--- src/design/chm_pkg.sv ---
// shared constants for the chained hash map core
`timescale 1ns / 1ps
package chm_pkg;
  localparam int ENTRIES_DEF    = 1024;
  localparam int BUCKETS_DEF    = 2048;
  localparam int VALUE_BITS_DEF = 32;

  localparam int KEY_W     = 31;
  localparam int PAYLOAD_W = 32;
  localparam int BC_W      = 12;
  localparam int CAP_W     = 11;
  localparam int KCNT_W    = 5;

  localparam logic FUNC_INSERT = 1'b0;
  localparam logic FUNC_LOOKUP = 1'b1;

  localparam logic REG_BUCKET_COUNT = 1'b0;
  localparam logic REG_CAPACITY     = 1'b1;

  localparam logic [BC_W-1:0]  BC_RESET  = 12'd2048;
  localparam logic [CAP_W-1:0] CAP_RESET = 11'd1024;
endpackage

--- src/design/chm_mod_unit.sv ---
// bit-serial remainder unit: key modulo bucket count, one key bit per cycle
`timescale 1ns / 1ps
module chm_mod_unit #(
  parameter int BUCKETS = chm_pkg::BUCKETS_DEF
) (
  input  logic                               clk,
  input  logic                               rst_n,
  input  logic                               go,
  input  logic [chm_pkg::KEY_W-1:0]          dividend,
  input  logic [$clog2(BUCKETS+1)-1:0]       divisor,
  output logic                               done,
  output logic [$clog2(BUCKETS)-1:0]         remainder
);
  localparam int DW = $clog2(BUCKETS + 1);
  localparam int HB = $clog2(BUCKETS);

  logic [DW-1:0]                 rem_r, rem_nxt;
  logic [DW-1:0]                 div_r;
  logic [chm_pkg::KEY_W-1:0]     key_r, key_nxt;
  logic [chm_pkg::KCNT_W-1:0]    cnt_r, cnt_nxt;
  logic                          run_r, run_nxt;
  logic                          done_r, done_nxt;
  logic [DW:0]                   trial;
  logic [DW:0]                   diff;

  assign trial = {rem_r, key_r[chm_pkg::KEY_W-1]};
  assign diff  = trial - {1'b0, div_r};

  always_comb begin
    rem_nxt  = rem_r;
    key_nxt  = key_r;
    cnt_nxt  = cnt_r;
    run_nxt  = run_r;
    done_nxt = 1'b0;
    if (go) begin
      rem_nxt = '0;
      key_nxt = dividend;
      cnt_nxt = chm_pkg::KCNT_W'(chm_pkg::KEY_W - 1);
      run_nxt = 1'b1;
    end else if (run_r) begin
      rem_nxt = (trial >= {1'b0, div_r}) ? diff[DW-1:0] : trial[DW-1:0];
      key_nxt = {key_r[chm_pkg::KEY_W-2:0], 1'b0};
      cnt_nxt = cnt_r - 1'b1;
      if (cnt_r == '0) begin
        run_nxt  = 1'b0;
        done_nxt = 1'b1;
      end
    end
  end

  always_ff @(posedge clk) begin
    if (!rst_n) begin
      run_r  <= 1'b0;
      done_r <= 1'b0;
    end else begin
      run_r  <= run_nxt;
      done_r <= done_nxt;
    end
    rem_r <= rem_nxt;
    key_r <= key_nxt;
    cnt_r <= cnt_nxt;
    if (go) begin
      div_r <= divisor;
    end
  end

  assign done      = done_r;
  assign remainder = rem_r[HB-1:0];
endmodule

--- config.mk ---
export PLATFORM = sky130hd
export DESIGN_NAME = chm_mod_unit
export DESIGN_NICKNAME = d
export VERILOG_FILES = /design/src/design/chm_pkg.sv /design/src/design/chm_mod_unit.sv
export SDC_FILE = /design/constraint.sdc
export NUM_CORES = 1
export LEC_CHECK = 0
export ABC_AREA = 0
export BUFFER_PORTS_ARGS = -buffer_cell sky130_fd_sc_hd__buf_2
export CORE_MARGIN = 2
export CORE_UTILIZATION = 55
export CTS_CLUSTER_SIZE = 8
export DETAILED_ROUTE_END_ITERATION = 10
export PLACE_DENSITY_LB_ADDON = 0.15
export REMOVE_ABC_BUFFERS = 1
export SYNTH_ARGS = -nofsm -noshare
export SYNTH_HDL_FRONTEND = slang
export SYNTH_SLANG_ARGS = --single-unit
export TNS_END_PERCENT = 5
--- constraint.sdc ---
create_clock -name clk -period 3.4 [get_ports clk]
set_clock_uncertainty 0.1 [all_clocks]
set_input_delay 0.17 -clock clk [delete_from_list [all_inputs] [get_ports clk]]
set_output_delay 0.17 -clock clk [all_outputs]
set_load 0.01 [all_outputs]
==> results by stage, run 1 <==
Status:
- The flow ran to the end, and the final reports show no timing, DRC or antenna violations.

CTS:
- The number of levels in the clock H-tree is 3.
- The number of buffers inserted to repair setup after CTS is 0.
- The number of clock buffers inserted by TritonCTS is 9.
- The register clock-pin slew on the reported worst setup and hold paths is roughly 70 ps.
- The tree is rooted in a sky130_fd_sc_hd__clkbuf_8.
- The number of gates resized after CTS was 0.
- TritonCTS built the clock tree.
- The clock reaches the later pin of the worst-skew pair after roughly 340 ps.
- Counting along the longest clock path gives a buffer depth of 2.
- CTS saw 62 sinks.
- After clock tree synthesis, the flow added hold-fix buffers numbering 14.

Hold path:
- The path category of the worst min-delay check is primary input to flip-flop.

Cells and area:
- The share of post-route cells with drive strength above 1 is 34.3%.
- The area growth from synthesis to final layout is 17.5%.
- The repair_antennas step left the layout with diodes totalling 0.
- The number of non-filler instances in the completed layout is between 400 and 500.
- The number of nets in the layout is between 300 and 400.
- Fill cells in the final layout number 466.
- The footprint of the flip-flops and latches is around 1700 µm².
- In the final layout, the multi-input gates occupy approximately 1300 µm².

Synth:
- Of all flip-flops after synthesis, the portion carrying an async set or reset was 0%.
- Of the post-synthesis cell area, the dominant cell type holds about two fifths.
- The prevailing post-synth register cell is sky130_fd_sc_hd__edfxtp_1.
- The post-synthesis cell count is approximately 260.
- The portion of the post-synthesis area used by sequential elements is roughly 52%.
- Sorting the synthesized cells by area gives the leading types as sky130_fd_sc_hd__edfxtp_1 40%, sky130_fd_sc_hd__dfxtp_1 12%, sky130_fd_sc_hd__mux2_2 11%.
- In this run, distinct cell masters in the synthesized netlist total 50.
- The cell taking the most area after synthesis is sky130_fd_sc_hd__edfxtp_1.
- The average cell area after synthesis is 12.2 µm².
- The cell area after technology mapping is approximately 3200 µm².
- The count of yosys warnings during synthesis is 0.
- After synthesis the netlist holds a flip-flop and latch count of 62.
- Yosys mapped a number of flops with a built-in enable equal to 43.

Global route:
- The initial antenna violation count came to 0.
- Entering global routing, the biggest net connects 55 pins.
- The first global-routing pass estimated ~9500 µm of wire.
- The number of global-route vias before repair is a little over 2000.
- The global-route usage over all layers is between 10% and 20%.
- The total overflow reported by the global router is 0.

Setup path:
- In this design, the largest share of critical-path delay is due to compound AO/OA/AOI/OAI gates.
- At the worst endpoint, the arrival time is about 2700 ps.
- The highest-delay cell along the critical path is sky130_fd_sc_hd__o31ai_4.
- The delay of the slowest critical-path stage is between 700 and 800 ps.
- The signal on the critical path passes through inv_1 > ha_1 > o211ai_2 > a21oi_2 > a211oi_2 > o31ai_4 > nor4b_2 > o31ai_2.
- Of all nets on the critical path, the largest fanout is 16.
- The critical path is of the flip-flop to flip-flop type.
- Together, buffers and inverters on the worst path number 1.
- Data on the critical path is required at its endpoint by between 3000 and 4000 ps.
- The kind of start point of the critical path is a flip-flop.
- The endpoint kind of the worst setup timing path is a flip-flop.

STA:
- In the finished design, the share of the clock period the worst path needs comes to between 70% and 80%.
- The number of failing hold endpoints at the final stage is 0.
- In the final timing run, aggregate negative setup slack is 0 ps.
- For the pin with the worst max-slew slack, the measured transition is ~910 ps.
- The minimum clock period after layout is approximately 2500 ps.
- The final setup violation count is 0.
- Derived from the worst setup path, the maximum achievable clock frequency is a little under 400 MHz.
- The normalized max-slew margin is roughly 40%.
- Setup repair after global routing left no endpoint under its margin.
- The final critical-path setup slack is 863 ps.
- The number of slew-limit violations in the final report is 0.

Placed design:
- The placed cell count is approximately 370.
- The count of buffers from port buffering is between 50 and 60.
- The final weighted congestion of routability-driven global placement is 0.835.
- OpenSTA, run right after detailed placement, puts the worst setup slack at around 860 ps.
- Detailed placement ended at an HPWL of roughly 3900 µm.

Drt:
- The count of nets left with antenna violations once routing finished came out at 0.
- In the routed layout, each cell is associated on average with a via count of 5.25.
- Wires add up to ~5700 µm.
- The routed layout has between 2000 and 2500 vias.
- Dividing the detail-routed wire length by the instance count gives ~14 µm.
- The total iterations of the first detailed-routing run is 4.
- In this run, the number of DRC markers left after iteration 0 of detailed routing was 59.
- For this run, design rule violations remaining after detail routing come to 0.

Power and ir drop:
- The sequential power share is between 50% and 60%.
- The total power per unit cell area is ~450 nW/µm².
- Across the VDD grid, the largest voltage drop is between 0.3 and 0.4 mV.
- In this run the static leakage power is around 1.5 nW.
- For this design the total switching power over the nets is 0.426 mW.
- The internal portion of total power is 1.27 mW.
- The share of total power in combinational logic is 15.0%.
- The clock network is responsible for approximately a third of the overall power.
- The share of total power consumed by net switching is 25.2%.

Floorplanning:
- In this run the vertical extent of the chip is roughly 80 µm.
- From left edge to right edge, the die measures ~80 µm.
- The die covers 6430 µm².
- The initial utilization of the core area, before any placement, comes to 57.6%.
- The area of the core is roughly 5500 µm².
- The floorplan has 27 rows.
- In this run the count of I/O pins placed on the die edge is slightly below 60.

Flow run:
- Across the run, the number of max-cap violations was 0.
-- metal layers --
metal  up-vias  GRT usage, %  routed length (µm)  share of wire, %
met3        11          6.52                 308               5.4
met2        51          29.4                2640                46
li1       1072             -                   -                 -
met4         0          7.80                 107               1.9
met5         -             0                   0                 0
met1       985          26.4                2670                47
-- cell type report --
type,count,share of cell area (%)
flip-flops and latches,62,44.6
well taps,72,2.40
multi-input cells,159,34.8
clock inverters,5,0.734
clock buffers,11,3.50
inverters,22,2.20
repair buffers,73,11.7
-- per-stage QoR --
step	utilization [%]	area (µm²)	hold WS, ps	total power [mW]
after floorplan	-	3060	135	1.08
after CTS	67.7	3750	11.0	1.71
after global placement	62.3	3450	246	1.16
final	67.7	3750	27.8	1.69
after global routing	67.7	3750	21.0	1.77
after detailed placement	62.3	3450	248	1.16
-- path summary, 6_finish.rpt --
path                 from   endpoint  slack (ps)  cells after the start
max              div_r[4]  rem_r[11]         860                      8
min          dividend[11]  key_r[11]          30                      2
min reg2reg     rem_r[11]  rem_r[11]         370                      2
max reg2reg      div_r[4]  rem_r[11]         860                      8
-- power groups by stage --
| stage | logic, mW | clock network (mW) | registers [mW] |
|---|---|---|---|
| 6_report | 0.254 | 0.533 | 0.905 |
| 5_1_grt | 0.284 | 0.572 | 0.914 |
| 4_1_cts | 0.255 | 0.550 | 0.906 |
| 3_5_place_dp | 0.242 | 0 | 0.922 |
| 3_3_place_gp | 0.237 | 0 | 0.919 |
| 2_1_floorplan | 0.166 | 0 | 0.915 |
-- worst register-to-register path: stages (launching register included) --
cell	delay, ps
sky130_fd_sc_hd__edfxtp_1	320
sky130_fd_sc_hd__inv_1	40
sky130_fd_sc_hd__ha_1	410
sky130_fd_sc_hd__o211ai_2	120
sky130_fd_sc_hd__a21oi_2	180
sky130_fd_sc_hd__a211oi_2	70
sky130_fd_sc_hd__o31ai_4	740
sky130_fd_sc_hd__nor4b_2	360
sky130_fd_sc_hd__o31ai_2	80
-- synth_stat cells (2+ instances only) --
library cell               number
sky130_fd_sc_hd__nand3_1        3
sky130_fd_sc_hd__inv_1         22
sky130_fd_sc_hd__o22ai_1        2
sky130_fd_sc_hd__edfxtp_1      43
sky130_fd_sc_hd__nand2_1       13
sky130_fd_sc_hd__ha_1          13
sky130_fd_sc_hd__o21bai_1       3
sky130_fd_sc_hd__o21ai_0        5
sky130_fd_sc_hd__nor3_1         5
sky130_fd_sc_hd__a211oi_2       3
sky130_fd_sc_hd__o41ai_1        2
sky130_fd_sc_hd__clkbuf_1       5
sky130_fd_sc_hd__nand2b_1       6
sky130_fd_sc_hd__a22o_1         2
sky130_fd_sc_hd__a31o_2         2
sky130_fd_sc_hd__nor2_1        10
sky130_fd_sc_hd__xor2_1         2
sky130_fd_sc_hd__a21oi_1        9
sky130_fd_sc_hd__o21ai_1        5
sky130_fd_sc_hd__nor2b_1        2
sky130_fd_sc_hd__mux2_2        30
sky130_fd_sc_hd__nor2_2         2
sky130_fd_sc_hd__dfxtp_1       19
sky130_fd_sc_hd__buf_6          2
sky130_fd_sc_hd__mux2i_1        8
sky130_fd_sc_hd__xnor2_1        9
sky130_fd_sc_hd__buf_4         12
-- kinds of logic (layout without fill, tap and decap cells) --
group / after synthesis / in the layout / synth area share [%]
buf+inv: 41 / 111 / 6.70
simple gates: 51 / 51 / 8.35
xor+xnor: 11 / 11 / 3.02
compound gates: 45 / 45 / 10.7
fa+ha+maj: 14 / 14 / 5.72
flops: 62 / 62 / 52.4
mux: 38 / 38 / 13.1
-- registers in the layout, indices dropped and copies added, names as in the netlist --
signal,flops
cnt_r,5
div_r,12
done,1
key_r,31
rem_r,12
run_r,1
-- cell usage in the layout, fill, tap and decap left out, types with 3 or more instances in the layout --
cell type                        n
sky130_fd_sc_hd__inv_1          22
sky130_fd_sc_hd__mux2_2         30
sky130_fd_sc_hd__o21ai_0         5
sky130_fd_sc_hd__nand2_1        13
sky130_fd_sc_hd__a21oi_1         9
sky130_fd_sc_hd__buf_2          57
sky130_fd_sc_hd__o21bai_1        3
sky130_fd_sc_hd__a211oi_2        3
sky130_fd_sc_hd__ha_1           13
sky130_fd_sc_hd__nand3_1         3
sky130_fd_sc_hd__nor2_1         10
sky130_fd_sc_hd__dlygate4sd3_1  14
sky130_fd_sc_hd__nand2b_1        6
sky130_fd_sc_hd__nor3_1          5
sky130_fd_sc_hd__clkbuf_8        9
sky130_fd_sc_hd__edfxtp_1       43
sky130_fd_sc_hd__dfxtp_1        19
sky130_fd_sc_hd__o21ai_1         5
sky130_fd_sc_hd__xnor2_1         9
sky130_fd_sc_hd__mux2i_1         8
Power figures use the tool's default switching activity.
==> run 2, diff against run 1 <==
==> constraint.sdc (replaced) <==
create_clock -name clk -period 2.5 [get_ports clk]
set_clock_uncertainty 0.1 [all_clocks]
set_input_delay 0.125 -clock clk [delete_from_list [all_inputs] [get_ports clk]]
set_output_delay 0.125 -clock clk [all_outputs]
set_load 0.01 [all_outputs]
==> results by stage, run 2 (synthesized netlist as in run 1, its figures left out) <==
Setup path:
- The required time of the critical path is 2650 ps (-860 ps).
- The critical path arrival is 2490 ps (-160 ps).
- The highest-delay cell along the critical path is sky130_fd_sc_hd__fa_1.
- In this run the critical register-to-register path is launched from key_r[30].
- The worst reg-to-reg path cell count is 10 (+2).
- The path type of the worst setup path is flip-flop to flip-flop.
- The end of the worst register-to-register path is rem_r[10].
- The kind of start point of the critical path is a flip-flop.
- The setup slack of the most critical reg-to-reg path is 150 ps (-710 ps).
- The delay of the slowest critical-path stage is 400 ps (-340 ps).
- The total buffers and inverters traversed by the critical path is 2 (+1).
- The largest delay contributor family on the critical path is compound AO/OA/AOI/OAI gates.
- The top fanout value on the critical path is 2 (-14).
- The signal on the critical path passes through inv_1 > ha_1 > inv_1 > fa_1 > a21oi_1 > o21bai_1 > a21oi_1 > o21ai_0 > xnor2_1 > a31o_1.
- The endpoint kind of the worst setup timing path is a flip-flop.

Power and ir drop:
- The total power per unit cell area is 624 nW/µm² (+38%).
- The leakage power was 1.70 nW (+13%).
- The maximum vdd drop came to 0.491 mV (+58%).

Floorplanning:
- The number of rows in the core area is 27 (unchanged).
- The die boundary width is 80.2 µm (unchanged).
- The I/O pin count is 58 (unchanged).
- The area of the core was 5540 µm² (unchanged).
- The floorplan die area is 6430 µm² (unchanged).
- The vertical die dimension is 80.2 µm (unchanged).
- The starting density of the core is 57.6% (unchanged).

Placed design:
- The final weighted congestion of routability-driven global placement is 0.872 (+4.4%).
- The minimum setup slack after placement is 179 ps (-679 ps).
- The HPWL after detailed placement is 4160 µm (+7.2%).
- The count of buffers from port buffering is 57 (unchanged).

Global route:
- The global-route usage over all layers is 23.0% (+3.3 points).
- The maximum number of pins on one net before global-route repair is 27 (-51%).
- The total overflow reported by the global router was 0 (unchanged).
- The number of global-route vias before repair was 2355 (+14%).
- The global-route wire length before repair is 11000 µm (+16%).
- The initial antenna violation count came to 0 (unchanged).

STA:
- Setup repair after global routing left no endpoint under its margin.
- The number of failing hold endpoints at the final stage is 0 (unchanged).
- The final setup violation count was 0 (unchanged).
- The setup total negative slack is 0 ps (unchanged).
- The post-route fraction of the period consumed by the critical path is 93.9% (+19 points).
- The upper clock frequency limit was 426 MHz (+8.1%).
- The final critical-path setup slack is 153 ps (-710 ps).
- The number of slew-limit violations in the final report is 0 (unchanged).
- The transition time at the pin with the least slew margin is 597 ps (-310 ps).
- The minimum clock period after layout is 2350 ps (-190 ps).
- The normalized max-slew margin is 60.1% (+21 points).

Drt:
- The average vias per placed instance is 5.22 (-0.43%).
- The average wire per cell in the routed design is 15.3 µm (+8.2%).
- The via count came to 2298 (+8.4%).
- The post-detailed-routing wire length came to 6740 µm (+18%).
- The post-route DRC violation count came to 0 (unchanged).
- The number of design-rule violations left by the first detailed-router iteration is 117 (+98%).
- The total iterations of the first detailed-routing run is 4 (unchanged).
- The count of antenna-violating nets left after detailed routing is 0 (unchanged).

Cells and area:
- Relative to the synthesized area, the layout overhead comes to 30.4%.
- Leaving out fill and tap cells, the most frequent cell in the layout is sky130_fd_sc_hd__buf_2.
- The number of nets in the layout was 423 (+9.3%).
- The diode insertion count for antenna repair is 0 (unchanged).
- The library cells used most frequently in the layout, excluding fill and tap cells, are 57 x sky130_fd_sc_hd__buf_2, 44 x sky130_fd_sc_hd__dlygate4sd3_1, 43 x sky130_fd_sc_hd__edfxtp_1, 30 x sky130_fd_sc_hd__mux2_2, 22 x sky130_fd_sc_hd__inv_1.
- The largest registers in the layout are key_r: 31 flops, div_r: 12 flops, rem_r: 12 flops.
- The number of flip-flops under the largest register name is 31 (unchanged).
- The fraction of the core area covered by cells at the end of the flow is 75.1% (+7.4 points).
- The share of post-route cells with drive strength above 1 is 33.4% (-0.91 points).
- The largest register by flop count is key_r.

CTS:
- The count of clock tree sinks is 62 (unchanged).
- The number of clock buffers inserted by TritonCTS is 9 (unchanged).
- The register clock-pin slew on the reported worst setup and hold paths is 70 ps (about the same).
- The clock tree root buffer cell is sky130_fd_sc_hd__clkbuf_8.
- The number of buffers added to fix hold violations after cts is 44 (+30).
- The total of cells resized after clock tree synthesis is 0 (unchanged).
- The clock tree buffer depth is 2 (unchanged).
- TritonCTS built the clock tree.
- The number of levels in the clock H-tree is 3 (unchanged).
- The latest clock arrival within the worst-skew pair is 350 ps (about the same).
- The number of buffers inserted to repair setup after CTS is 0 (unchanged).

Hold path:
- For hold timing, the worst endpoint is div_r[10].
- The worst hold path begins at go.
- The path category of the worst min-delay check is primary input to flip-flop.
- The cell depth of the worst min-delay path is 1 (-1).

Status:
- The flow ran to the end, and the final reports show no timing, DRC or antenna violations.

Flow run:
- The reported max-cap violation count came to 0 (unchanged).
[run 2: worst max-delay path by stage]
stage,start,end,depth (start not counted)
after floorplan,rem_r[3],rem_r[11],7
after CTS,key_r[30],rem_r[10],10
after global placement,key_r[30],rem_r[10],10
final,key_r[30],rem_r[10],10
after detailed placement,div_r[8],rem_r[4],9
after global routing,key_r[30],rem_r[10],10
[run 2: report_power, final]
part           total (mW)  internal, mW  switching, mW
sequential           1.23          1.19         0.0360
combinational       0.403         0.215          0.187
clock               0.962         0.554          0.409
[run 2: routing by layer]
metal | up-vias | track usage [%] | wire [µm]
li1 | 1145 | - | -
met1 | 1081 | 29.5 | 2970
met2 | 62 | 37.0 | 3360
met3 | 10 | 5.84 | 314
met4 | 0 | 9.83 | 99
met5 | - | 0 | 0
[run 2: layout make-up]
| type | instances | area [µm²] |
|---|---|---|
| multi-input combinational | 159 | 1310 |
| clock buffer | 9 | 124 |
| tap | 72 | 90.1 |
| inverter | 22 | 82.6 |
| clock inverter | 7 | 88.8 |
| timing repair buffer | 109 | 798 |
| sequential | 62 | 1670 |
| fill | 384 | 1380 |
[run 2: through the flow]
step                      hold slack (ps)  std cells  cell area [µm²]  power, mW
after floorplan                      89.6        243             3060       1.47
after global placement                202        380             3510       1.58
after detailed placement              203        380             3510       1.59
after CTS                            73.2        440             4160       2.60
after global routing                 81.2        440             4160       2.69
final                                78.9        440             4160       2.60
==> run 3, diff against run 2 <==
--- a/config.mk
+++ b/config.mk
@@ -7,7 +7,6 @@
 export LEC_CHECK = 0
 export ABC_AREA = 0
 export BUFFER_PORTS_ARGS = -buffer_cell sky130_fd_sc_hd__buf_2
-export CORE_MARGIN = 2
 export CORE_UTILIZATION = 55
 export CTS_CLUSTER_SIZE = 8
 export DETAILED_ROUTE_END_ITERATION = 10
==> results by stage, run 3 (synthesized netlist as in run 1, its figures left out) <==
Global route:
- The initial antenna violation count was 0 (unchanged).
- The maximum number of pins on one net before global-route repair is 31 (+15%).
- The total overflow reported by the global router was 0 (unchanged).
- The number of global-route vias before repair is 2281 (-3.1%).
- The global-route wire length before repair is 10500 µm (-4.8%).
- The global-route usage over all layers came to 22.9% (-0.095 points).

STA:
- The final setup violation count is 0 (unchanged).
- The minimum clock period after layout is 2320 ps (-29.2 ps).
- The post-route fraction of the period consumed by the critical path is 92.7% (-1.2 points).
- The upper clock frequency limit is 431 MHz (+1.3%).
- The number of failing hold endpoints at the final stage is 0 (unchanged).
- The normalized max-slew margin came to 46.2% (-14 points).
- The transition time at the pin with the least slew margin is 804 ps (+207 ps).
- The setup total negative slack was 0 ps (unchanged).
- Setup repair after global routing left no endpoint under its margin.
- The number of slew-limit violations in the final report is 0 (unchanged).

Setup path:
- The delay of the slowest critical-path stage came to 410 ps (about the same).
- The critical path goes through inv_1 > ha_1 > inv_1 > fa_1 > a21oi_2 > o21bai_1 > a21oi_1 > o21ai_0 > xnor2_1 > a31o_1.
- The kind of start point of the critical path is a flip-flop.
- The path type of the worst setup path is flip-flop to flip-flop.
- The total buffers and inverters traversed by the critical path is 2 (unchanged).
- The most repeated library cell on the critical path is sky130_fd_sc_hd__inv_1.
- The endpoint kind of the worst setup timing path is a flip-flop.
- The highest-delay cell along the critical path is sky130_fd_sc_hd__fa_1.
- The largest delay contributor family on the critical path is compound AO/OA/AOI/OAI gates.
- The top fanout value on the critical path is 2 (unchanged).
- The required time of the critical path is 2640 ps (about the same).
- The critical path arrival came to 2460 ps (-30 ps).

Hold path:
- The min-delay analysis places its worst path in the category primary input to flip-flop.

CTS:
- The number of clock buffers inserted by TritonCTS is 9 (unchanged).
- The register clock-pin slew on the reported worst setup and hold paths is 70 ps (about the same).
- Clock tree synthesis selected as its root buffer the cell sky130_fd_sc_hd__clkbuf_8.
- The number of buffers inserted to repair setup after CTS is 0 (unchanged).
- The count of clock tree sinks is 62 (unchanged).
- The number of levels in the clock H-tree is 3 (unchanged).
- The clock tree buffer depth is 2 (unchanged).
- TritonCTS built the clock tree.
- The latest clock arrival within the worst-skew pair is 350 ps (about the same).

Power and ir drop:
- The leakage power was 1.71 nW (+0.27%).
- The total power per unit cell area came to 634 nW/µm² (+1.7%).
- The maximum vdd drop is 0.407 mV (-17%).

Cells and area:
- The area growth from synthesis to final layout is 30.7%.
- The share of post-route cells with drive strength above 1 is 33.8% (+0.36 points).
- The number of nets in the layout was 422 (-0.24%).
- The largest register by flop count is key_r.
- Leaving out fill and tap cells, the most frequent cells in the layout are 57 x sky130_fd_sc_hd__buf_2, 44 x sky130_fd_sc_hd__dlygate4sd3_1, 43 x sky130_fd_sc_hd__edfxtp_1, 30 x sky130_fd_sc_hd__mux2_2, 22 x sky130_fd_sc_hd__inv_1.
- The number of flip-flops under the largest register name came to 31 (unchanged).
- The diode insertion count for antenna repair was 0 (unchanged).
- The fraction of the core area covered by cells at the end of the flow is 75.3% (+0.20 points).
- The footprint of the flip-flops and latches is 1670 µm² (unchanged).
- The filler cell count is 385 (+0.26%).
- The multi-input logic area is 1310 µm² (+0.29%).
- The largest registers in the layout are key_r: 31 flops, div_r: 12 flops, rem_r: 12 flops.
- The library cell used most frequently in the layout, excluding fill and tap cells, is sky130_fd_sc_hd__buf_2.

Floorplanning:
- The floorplan die area is 6110 µm² (-4.9%).
- The I/O pin count was 58 (unchanged).
- The vertical die dimension is 78.2 µm (-2.5%).
- The starting density of the core is 57.6% (unchanged).
- The area of the core came to 5540 µm² (unchanged).
- The number of rows in the core area is 27 (unchanged).
- The die boundary width is 78.2 µm (-2.5%).

Drt:
- The total iterations of the first detailed-routing run is 4 (unchanged).
- The count of antenna-violating nets left after detailed routing was 0 (unchanged).
- The post-detailed-routing wire length was 6530 µm (-3.2%).
- The average wire per cell in the routed design came to 14.9 µm (-2.9%).
- The average vias per placed instance is 5.22 (about the same).
- The post-route DRC violation count came to 0 (unchanged).
- The via count is 2291 (-0.30%).
- The number of design-rule violations left by the first detailed-router iteration is 96 (-18%).

Placed design:
- The final weighted congestion of routability-driven global placement is 0.800 (-8.2%).
- The HPWL after detailed placement is 4080 µm (-2.0%).
- The count of buffers from port buffering is 57 (unchanged).

Flow run:
- The reported max-cap violation count was 0 (unchanged).

Status:
- The flow ran to the end, and the final reports show no timing, DRC or antenna violations.
## run 3: tightest hold or removal path, cell delays in order
cell,delay (ps)
sky130_fd_sc_hd__buf_2,130
sky130_fd_sc_hd__buf_4,220
sky130_fd_sc_hd__nor2_1,120
## run 3: metrics by stage
stage / setup WS [ps] / hold slack (ps) / std cells / cell area [µm²] / power [mW]
global placement: 171 / 202 / 379 / 3500 / 1.58
finish: 182 / 192 / 439 / 4170 / 2.65
floorplan: 244 / 89.6 / 243 / 3060 / 1.47
detailed placement: 188 / 203 / 379 / 3500 / 1.59
global route: 26.7 / 224 / 439 / 4170 / 2.74
CTS: 160 / 4.97 / 438 / 4160 / 2.66
## run 3: what timing repair did
item                                    4_1_cts  5_1_grt
endpoints found under the setup margin        0        1
hold buffers                                 43        1
resized for setup                             0        1
hold endpoints to repair                     44        1
## run 3: final cells by class
class,instances,area share [%]
clock buffer,9,2.97
clock inverter,7,2.49
inverter,22,1.98
multi-input combinational,159,31.4
sequential,62,40.1
tap,72,2.16
timing repair buffer,108,19.0
## run 3: layer usage
layer,vias up,track usage (%),share of wire (%)
li1,1146,-,-
met1,1078,28.3,45
met2,56,38.1,49
met3,11,5.35,4.0
met4,0,10.6,1.7
met5,-,0,0
## run 3: worst paths after layout
check	slack (ps)	depth (start not counted)	endpoint	from
worst min-delay path	190	3	cnt_r[0]	go
worst max register to register	180	10	rem_r[10]	key_r[30]
worst min register to register	380	2	rem_r[11]	rem_r[11]
worst max-delay path	180	10	rem_r[10]	key_r[30]
## run 3: power by group
part / internal (mW) / total (mW) / switching, mW
Clock: 0.575 / 1.01 / 0.437
Sequential: 1.19 / 1.23 / 0.0349
Combinational: 0.215 / 0.405 / 0.190
Total: 1.98 / 2.65 / 0.662
